<file path="config.mk">
export PLATFORM = sky130hd
export DESIGN_NAME = positional_list_store_unit
export DESIGN_NICKNAME = d
export VERILOG_FILES = /design/src/rtl/plst_pkg.sv /design/src/rtl/plst_ram.sv /design/src/rtl/positional_list_store_unit.sv
export VERILOG_INCLUDE_DIRS = /design/src /design/src/rtl
export SDC_FILE = /design/constraint.sdc
export NUM_CORES = 2
export LEC_CHECK = 0
export BUFFER_PORTS_ARGS = -buffer_cell sky130_fd_sc_hd__clkbuf_2
export CORE_MARGIN = 4
export CORE_UTILIZATION = 30
export DETAILED_ROUTE_END_ITERATION = 16
export GPL_TIMING_DRIVEN = 0
export PLACE_DENSITY = 0.45
export SYNTH_ARGS = -nofsm -noshare
export SYNTH_HDL_FRONTEND = slang
export SYNTH_SLANG_ARGS = --single-unit
</file>
<file path="constraint.sdc">
create_clock -name clk -period 13.1 [get_ports clk]
set_clock_uncertainty 0.1 [all_clocks]
set_input_delay 1.31 -clock clk [delete_from_list [all_inputs] [get_ports clk]]
set_output_delay 1.31 -clock clk [all_outputs]
set_load 0.02 [all_outputs]
</file>
<file path="src/rtl/assert_macros.svh">
// Assertion macros shared by the RTL of the positional list store.
// No dependencies; include this file inside a module that has clk and rst.
`ifndef ASSERT_MACROS_SVH
`define ASSERT_MACROS_SVH

// Condition must hold at every clock edge outside reset.
`define ASSERT_ALWAYS(label, cond, msg) \
  label: assert property (@(posedge clk) disable iff (rst) (cond)) else $error(msg);

// Same-cycle implication.
`define ASSERT_IMPL(label, ante, cons, msg) \
  label: assert property (@(posedge clk) disable iff (rst) (ante) |-> (cons)) \
    else $error(msg);

// Next-cycle implication.
`define ASSERT_NEXT(label, ante, cons, msg) \
  label: assert property (@(posedge clk) disable iff (rst) (ante) |=> (cons)) \
    else $error(msg);

`endif

</file>
<file path="src/rtl/plst_pkg.sv">
// Package for the positional list store: action and status codes, the
// sequencer state type and the request and result word structs. No dependencies.
`timescale 1ns / 1ps

package plst_pkg;

  localparam int DEF_CAPACITY    = 64;
  localparam int DEF_ENTRY_WIDTH = 32;

  localparam int POS_W    = 7;
  localparam int VALUE_W  = 32;
  localparam int COUNT_W  = 7;
  localparam int STATUS_W = 2;

  typedef enum logic [1:0] {
    ACT_INSERT = 2'd0,
    ACT_DELETE = 2'd1,
    ACT_READ   = 2'd2,
    ACT_CLEAR  = 2'd3
  } action_t;

  typedef enum logic [STATUS_W-1:0] {
    ST_DONE    = 2'd0,
    ST_BAD_POS = 2'd1,
    ST_FULL    = 2'd2
  } status_t;

  typedef enum logic [2:0] {
    S_IDLE,
    S_INS_STEP,
    S_INS_MOVE,
    S_DEL_CAP,
    S_DEL_STEP,
    S_DEL_MOVE,
    S_RD_CAP
  } state_t;

  typedef struct packed {
    action_t            action;
    logic [POS_W-1:0]   position;
    logic [VALUE_W-1:0] write_value;
  } request_t;

  typedef struct packed {
    logic [VALUE_W-1:0] read_value;
    logic [COUNT_W-1:0] item_count;
    status_t            status;
  } result_t;

endpackage

</file>
<file path="src/rtl/plst_ram.sv">
// Generic single-write, single-read RAM with a registered read port.
// No dependencies.
`timescale 1ns / 1ps

module plst_ram #(
  parameter int WIDTH = 32,
  parameter int DEPTH = 64,
  localparam int AW = (DEPTH > 1) ? $clog2(DEPTH) : 1
) (
  input  logic             clk,
  input  logic             we,
  input  logic [AW-1:0]    waddr,
  input  logic [WIDTH-1:0] wdata,
  input  logic [AW-1:0]    raddr,
  output logic [WIDTH-1:0] rdata
);

  logic [WIDTH-1:0] mem [DEPTH];

  always_ff @(posedge clk) begin
    if (we) begin
      mem[waddr] <= wdata;
    end
    rdata <= mem[raddr];
  end

endmodule

</file>
<file path="src/rtl/positional_list_store_unit.sv">
// Top level of the positional list store: sequencer, entry count and result register.
// Depends on plst_pkg, plst_ram and assert_macros.svh.
`timescale 1ns / 1ps

// A word is taken when start is high and busy is low; its result appears on
// result for exactly one cycle with done high, and the receiver cannot stall
// it. All entries live in one RAM with one write and one registered read
// port, and entries are moved one at a time, each read in a step state and
// written in a move state. A clear or any rejected word is answered without
// leaving the idle state. The entry RAM needs no clearing after reset.
module positional_list_store_unit
  import plst_pkg::*;
#(
  parameter int CAPACITY    = DEF_CAPACITY,
  parameter int ENTRY_WIDTH = DEF_ENTRY_WIDTH
) (
  input  logic     clk,
  input  logic     rst,
  input  logic     start,
  output logic     busy,
  input  request_t request,
  output logic     done,
  output result_t  result
);

`include "assert_macros.svh"

  localparam int AW   = (CAPACITY > 1) ? $clog2(CAPACITY) : 1;
  localparam int CW   = $clog2(CAPACITY + 1);
  localparam int CMPW = (CW > POS_W) ? CW : POS_W;

  state_t                 state, state_next;
  logic [CW-1:0]          count, count_next;
  logic [CW-1:0]          idx, idx_next;
  logic [CW-1:0]          pos_q, pos_q_next;
  logic [ENTRY_WIDTH-1:0] val_q, val_q_next;
  logic [ENTRY_WIDTH-1:0] rd_q, rd_q_next;
  logic                   done_next;
  result_t                result_next;

  logic                   ram_we;
  logic [AW-1:0]          ram_waddr;
  logic [ENTRY_WIDTH-1:0] ram_wdata;
  logic [AW-1:0]          ram_raddr;
  logic [ENTRY_WIDTH-1:0] ram_rdata;

  logic [CMPW-1:0]        pos_ext;
  logic [CMPW-1:0]        cnt_ext;
  logic [CW-1:0]          pos_c;
  logic [CW-1:0]          idx_dec;
  logic [CW-1:0]          idx_inc;

  logic                   full_word;
  logic                   fail_word;
  logic                   full_count;

  assign pos_ext = CMPW'(request.position);
  assign cnt_ext = CMPW'(count);
  assign pos_c   = CW'(pos_ext);
  assign idx_dec = idx - 1'b1;
  assign idx_inc = idx + 1'b1;
  assign busy    = (state != S_IDLE);

  assign full_word  = done && (result.status == ST_FULL);
  assign fail_word  = done && (result.status != ST_DONE);
  assign full_count = (result.item_count == COUNT_W'(CAPACITY));

  plst_ram #(
    .WIDTH (ENTRY_WIDTH),
    .DEPTH (CAPACITY)
  ) u_ram (
    .clk   (clk),
    .we    (ram_we),
    .waddr (ram_waddr),
    .wdata (ram_wdata),
    .raddr (ram_raddr),
    .rdata (ram_rdata)
  );

  always_ff @(posedge clk) begin
    if (rst) begin
      state <= S_IDLE;
      count <= '0;
      done  <= 1'b0;
    end else begin
      state <= state_next;
      count <= count_next;
      done  <= done_next;
    end
  end

  always_ff @(posedge clk) begin
    idx    <= idx_next;
    pos_q  <= pos_q_next;
    val_q  <= val_q_next;
    rd_q   <= rd_q_next;
    result <= result_next;
  end

  always_comb begin
    state_next  = state;
    count_next  = count;
    idx_next    = idx;
    pos_q_next  = pos_q;
    val_q_next  = val_q;
    rd_q_next   = rd_q;
    done_next   = 1'b0;
    result_next = result;
    ram_we      = 1'b0;
    ram_waddr   = idx[AW-1:0];
    ram_wdata   = ram_rdata;
    ram_raddr   = pos_c[AW-1:0];

    case (state)
      S_IDLE: begin
        if (start) begin
          result_next.read_value = '0;
          result_next.item_count = COUNT_W'(count);
          result_next.status     = ST_DONE;
          case (request.action)
            ACT_INSERT: begin
              if (pos_ext > cnt_ext) begin
                result_next.status = ST_BAD_POS;
                done_next          = 1'b1;
              end else if (count == CW'(CAPACITY)) begin
                result_next.status = ST_FULL;
                done_next          = 1'b1;
              end else begin
                pos_q_next = pos_c;
                val_q_next = ENTRY_WIDTH'(request.write_value);
                idx_next   = count;
                state_next = S_INS_STEP;
              end
            end
            ACT_DELETE, ACT_READ: begin
              if (pos_ext >= cnt_ext) begin
                result_next.status = ST_BAD_POS;
                done_next          = 1'b1;
              end else begin
                // The RAM read of the addressed entry is issued now.
                pos_q_next = pos_c;
                state_next = (request.action == ACT_DELETE) ? S_DEL_CAP : S_RD_CAP;
              end
            end
            ACT_CLEAR: begin
              count_next             = '0;
              result_next.item_count = '0;
              done_next              = 1'b1;
            end
            default: begin
              done_next = 1'b1;
            end
          endcase
        end
      end

      // Insert walks down from the old end, moving each entry up by one.
      S_INS_STEP: begin
        if (idx == pos_q) begin
          ram_we                 = 1'b1;
          ram_waddr              = pos_q[AW-1:0];
          ram_wdata              = val_q;
          count_next             = count + 1'b1;
          result_next.read_value = '0;
          result_next.item_count = COUNT_W'(count + 1'b1);
          result_next.status     = ST_DONE;
          done_next              = 1'b1;
          state_next             = S_IDLE;
        end else begin
          ram_raddr  = idx_dec[AW-1:0];
          state_next = S_INS_MOVE;
        end
      end

      S_INS_MOVE: begin
        ram_we     = 1'b1;
        ram_waddr  = idx[AW-1:0];
        ram_wdata  = ram_rdata;
        idx_next   = idx_dec;
        state_next = S_INS_STEP;
      end

      S_DEL_CAP: begin
        rd_q_next  = ram_rdata;
        idx_next   = pos_q;
        state_next = S_DEL_STEP;
      end

      // Delete walks up from the removed slot, moving each entry down by one.
      S_DEL_STEP: begin
        if (idx_inc < count) begin
          ram_raddr  = idx_inc[AW-1:0];
          state_next = S_DEL_MOVE;
        end else begin
          count_next             = count - 1'b1;
          result_next.read_value = VALUE_W'(rd_q);
          result_next.item_count = COUNT_W'(count - 1'b1);
          result_next.status     = ST_DONE;
          done_next              = 1'b1;
          state_next             = S_IDLE;
        end
      end

      S_DEL_MOVE: begin
        ram_we     = 1'b1;
        ram_waddr  = idx[AW-1:0];
        ram_wdata  = ram_rdata;
        idx_next   = idx_inc;
        state_next = S_DEL_STEP;
      end

      S_RD_CAP: begin
        result_next.read_value = VALUE_W'(ram_rdata);
        result_next.item_count = COUNT_W'(count);
        result_next.status     = ST_DONE;
        done_next              = 1'b1;
        state_next             = S_IDLE;
      end

      default: begin
        state_next = S_IDLE;
      end
    endcase
  end

  `ASSERT_ALWAYS(a_count_bound, count <= CW'(CAPACITY), "entry count above capacity")
  `ASSERT_IMPL(a_full_count, full_word, full_count, "full status with list not full")
  `ASSERT_IMPL(a_fail_zero, fail_word, result.read_value == '0, "failed word returned a value")
  `ASSERT_NEXT(a_accept_progress, start && !busy, busy || done, "accepted word stalled")

endmodule

</file>
# Word level (Yosys, flattened, before mapping)
# Memory sizes are Yosys's and may differ from the RTL's. A register that Yosys moved wholly into a read port is not among the register bits.
# Cells that the tools add are included.
# W data, S select, Z words.
# word_totals
ff_bits	130
ram_bits	2048
elab_cells	109
n_memories	1
# classes
addsub	4
magnitude_cmp	3
eq_ne	24
muxes	49
bitwise	2
reduce_logical	16
# mem_list
name	depth	width	read_ports	rd_ports_with_merged_regs	write_ports	line	source
u_ram.mem	64	32	1	1	1	plst_ram.sv:18	logic [WIDTH-1:0] mem [DEPTH];
# ops
cell	count
$pmux W41 S4	1
$mux W41	3
$mux W7	11
$mux W32	2
$pmux W7 S4	1
$mux W6	4
$pmux W7 S3	1
$mux W3	6
$ne A2 B2 Y1 const B	8
$pmux W3 S5	1
$reduce_and A5 Y1	3
$add A7 B1 Y7 const B	2
$pmux W7 S2	1
$sub A7 B1 Y7 const B	2
$pmux W6 S2	1
$eq A3 B3 Y1 const B	3
$mux W1	9
$ne A3 B3 Y1 const B	3
$reduce_and A4 Y1	2
$reduce_bool A4 Y1	2
$eq A7 B7 Y1	1
$eq A7 B7 Y1 const B	1
$ge A7 B7 Y1	1
$gt A7 B7 Y1	1
other kinds (20)	28

# Logic depth before layout (Yosys ltp)
# logic_depth
word_depth	6
mapped_depth	22

# Cells and area by module
# Synthesis repeated with hierarchy kept, for this count alone.
# hier_totals
hier_cells	3819
area_unflattened_um2	84947.7
# by_module_without_submodules
module	n_inst	cells_each	area_each_um2	seq_area_each_um2
plst_ram	1	3324	78512.8	62139.6
positional_list_store_unit	1	495	6434.9	3793.6

# Least setup slack after synthesis
# Ideal clock, no wire load.
# synth_path
kind	input to register
startpoint	in request[33] (netlist name)
endpoint	reg val_q[0], enable pin
t_arrival_ns	4.941
path_slack_ns	7.598
stages	9
n_path_buf	0
path_cell_list	ha_1 -> nor2b_1 -> o21a_1 -> o21a_1 -> o21a_1 -> o21a_1 -> o21ai_0 -> a21boi_0 -> nor3_1
# synth_between
elab_chain_cells	3
# synth_rtl
element	line	source
start: declaration	positional_list_store_unit.sv:21	input request_t request,
$gt A7 B7 Y1	positional_list_store_unit.sv:122	if (pos_ext > cnt_ext) begin
$not A1 Y1 (no line)	--	
$reduce_and A5 Y1 (no line)	--	
end signal: assignment	positional_list_store_unit.sv:95	val_q <= val_q_next;
end: declaration	positional_list_store_unit.sv:36	logic [ENTRY_WIDTH-1:0] val_q, val_q_next;
# No other way between the ends.
# A chain may end at the register's enable or synchronous reset.

# Final worst setup path
# layout_path
startpoint	reg idx[3]
endpoint	reg u_ram.rdata[9], read port of u_ram.mem
# layout_between
elab_chain_cells	4
# layout_rtl
element	line	source
start: declaration	positional_list_store_unit.sv:34	logic [CW-1:0] idx, idx_next;
start signal: assignment	positional_list_store_unit.sv:93	idx <= idx_next;
$add A7 B1 Y7	positional_list_store_unit.sv:61	assign idx_inc = idx + 1'b1;
$lt A7 B7 Y1	positional_list_store_unit.sv:191	if (idx_inc < count) begin
$mux W6	positional_list_store_unit.sv:191	
$pmux W6 S2 (*)	positional_list_store_unit.sv:114	case (state)
end: declaration	plst_ram.sv:15	output logic [WIDTH-1:0] rdata
# Every way passes the cells marked *; elsewhere a longest branch is shown, timed or not.

==> reports/results.ini <==
[drt]
wire_per_inst_microns = 28.43
vias = 56250
dr.pass1.iters = 6
drc_errors = 0
viasPerCell = 5.169
drt-initial-drc-count = 6046
drt.antenna.violating_nets = 0
wl_mm = 309.4

[power]
p_total_w = 0.01810
sequentialPowerShare = 0.472
cellPowerDensity_nw_per_um2 = 175.5
comb_power_share = 0.161
power_switching_w = 0.005180
power.internal_w = 0.01292
vdd_drop_max_v = 0.0001465
clock_power_share = 0.367
p_leak_nw = 34.70
p_sw_frac = 0.2862

[global_routing]
antenna_found_initial = 23
grt_pass1_wl_mm = 427.3
grt_overflow = 0
use_met3 = 0.03450
met1_usage = 0.2810
grt_max_degree = 65
track_usage = 0.1990
grt-busiest-layer = met2
grt_use_met2 = 0.3096
grt_pass1_vias = 54160

[yosys]
synth_ff_type = edfxtp_1
synth_compound_area_frac = 0.06213
synth_edf_count = 2167
synth_xor_area_frac = 0.001795
postSynth.asyncResetShare = 0
synth-simple-area-share = 0.1400
ys_types = 77
seq_area_frac_synth = 0.7507
synthAdderAreaFrac = 0.003134
synth_top_family_by_area = simple AND/OR/NAND/NOR gates
netlist_area_sq_um = 87830
synth_warnings = 0
syn_inst = 6373
syn-num-nets = 6439
avgSynthCellArea_sq_um = 13.78
muxShareOfSynthArea = 0.01923
ys_seq_elements = 2210

[job]
max_cap_viol_count = 1

[place]
hpwlAfterDp_mm = 217.0
dp.cells = 10450
pre_cts_ws_ns = 3.857
place_congestion = 0.9383
portBuffers = 85

[timing]
min_period_ns = 9.536
rsz0062_at_grt = no
finalWorstSetupSlack_ns = 3.564
fmax_mhz = 104.9
fin_crit_sh = 0.7279
slew_viol_final = 65
max-slew-margin-rel = -0.01973
finalHoldViolCount = 0
worst_pin_slew_ns = 1.530
finalSetupTns_ns = 0
setup_viol = 0

[floorplanning]
io-pin-count = 87
initial_core_util = 0.3017
die-area_sq_um = 301500
fp.dieH_microns = 549.1
coreArea_sq_um = 291100
rows = 198
die_x_microns = 549.1

[finish]
nets = 6853
drive_gt1_frac = 0.1222
stdcell_count = 10880
area_delta_synth_final_pct = 17.47
utilization = 0.3544

[clocking]
postCtsHoldBufs = 0
htree_levels = 4
cts_root_buf = clkbuf_16
cts_max_path_buffers = 4
clk_pin_slew_worst_paths_ns = 0.06
cts_buffers = 235
cts_tree = yes
clock_sinks = 2210
post-cts-setup-buffers = 0
clkLatencyLatePin_ns = 0.90
cts.repair.resized = 0

[setup_path]
startpoint_type = flip-flop
end_kind = flip-flop
crit_type = reg2reg
required_ns = 13.73
slowest_delay_ns = 1.13
critical-path-top-delay-family = buffers and inverters
crit_fanout = 10
path_cells = clkbuf_1, clkbuf_1, nand3_1, nor2_1, xor2_1, ha_1, a211oi_4, o32ai_1, o32ai_1, buf_2, buf_2, clkbuf_1, clkbuf_1, nand2_1, nand3_1, a31oi_1, nand4_1, nand2_1, nor4_1
cp_common_cell = clkbuf_1
worst-path-buf-inv = 6
cp_data_arrival_time_ns = 10.16
slowest_stage = o32ai_1

[status]
status = finished with violations
violations = max-capacitance violations, max-slew violations

[min_path]
hold_path.class = reg2reg

layout by cell type, fill, tap and decap left out, drive strengths merged, types with 5 or more instances in the layout:
cell      synthesis  final
edfxtp         2167   2167
nand2          1643   1643
clkbuf          185    557
nand3           512    512
buf             234    326
a21oi           233    233
and3            223    223
nor2            196    196
a311oi          124    124
clkinv            1     99
a31oi            91     91
a211oi           85     85
or4              56     56
mux2i            54     54
a221oi           53     53
o22ai            49     49
dfxtp            43     43
mux2             42     42
nand4            40     40
nor3             38     38
a22o             34     34
o31ai            33     33
or3              30     30
mux4             28     28
bufinv            0     26
o21ai            26     26
inv              22     26
ha               22     22
xnor2            13     13
nor4             13     13
diode             0     11
a22oi            10     10
xor2              5      5
a21o              5      5
o21a              5      5
clkinvlp          0      5
a31o              5      5
layer usage:
layer	routed length, microns	up-vias
met5	0	-
met4	12050	0
met3	23800	417
met2	138400	2267
met1	135100	28800
li1	-	24770
layout make-up:
cell class              instances  area, sq um
clock buffers                 287         6201
multi-input cells            3721        20510
flip-flops and latches       2210        65930
fillers                     27980       187900
inverters                      23        86.33
plain buffers                 419         1932
well taps                    3900         4880
repair buffers                177         2280
diodes                         11        27.53
clock inverters               133         1325
worst paths after layout:
path | start | slack (ns) | endpoint | cells after the start
setup / recovery | idx[3] | 3.56 | u_ram.rdata[9] | 19
hold / removal | u_ram.rdata[29] | 0.37 | rd_q[29] | 0
setup reg to reg | idx[3] | 3.56 | u_ram.rdata[9] | 19
hold reg to reg | u_ram.rdata[29] | 0.37 | rd_q[29] | 0
flip-flops by register name, summed over array words and instances, names as in the netlist:
register,flops
state,3
idx,7
u_ram.mem,2048
u_ram.rdata,32
cnt_ext,7
pos_q,7
done,1
val_q,32
rd_q,32
result,41
kinds of logic (layout without fill, tap and decap cells):
| group | count (synthesis) | after routing |
|---|---|---|
| buffers and inverters | 442 | 1039 |
| muxes | 124 | 124 |
| and+or+nand+nor | 2770 | 2770 |
| xor gates and xnor gates | 18 | 18 |
| other | 0 | 11 |
| DFF | 2210 | 2210 |
| adders and majority gates | 22 | 22 |
| AOI/OAI and AO/OA | 787 | 787 |
per-stage QoR:
step                hold slack (ns)  instance area (sq um)
floorplan                    0.3255                  87830
global placement             0.3423                  93130
detailed placement           0.3506                  95600
CTS                          0.3659                 103100
global route                 0.3854                 103200
finish                       0.3692                 103200
power by group through the flow:
stage               registers, W  clock network (W)  logic, W
detailed placement       0.00869                  0   0.00291
global route             0.00854            0.00704   0.00305
finish                   0.00854            0.00664   0.00292
floorplan                0.00869                  0   0.00124
CTS                      0.00854            0.00676   0.00291
global placement         0.00874                  0   0.00270
synth_stat cells, types with 40 or more instances:
cell type,number,area share
nor2_1,195,0.0083
or4_1,56,0.0048
mux2i_1,54,0.0062
edfxtp_1,2167,0.74
nand2_1,1643,0.070
buf_2,147,0.0084
nand3_1,507,0.029
a221oi_1,53,0.0053
nand4_1,40,0.0028
dfxtp_1,43,0.0098
mux2_2,42,0.0054
o22ai_1,49,0.0035
buf_1,53,0.0023
clkbuf_1,185,0.0079
and3_1,223,0.016
a21oi_1,232,0.013
a31oi_1,91,0.0065
a311oi_1,124,0.012
a211oi_1,83,0.0071
Note: power is estimated with default switching activity, not from simulation.
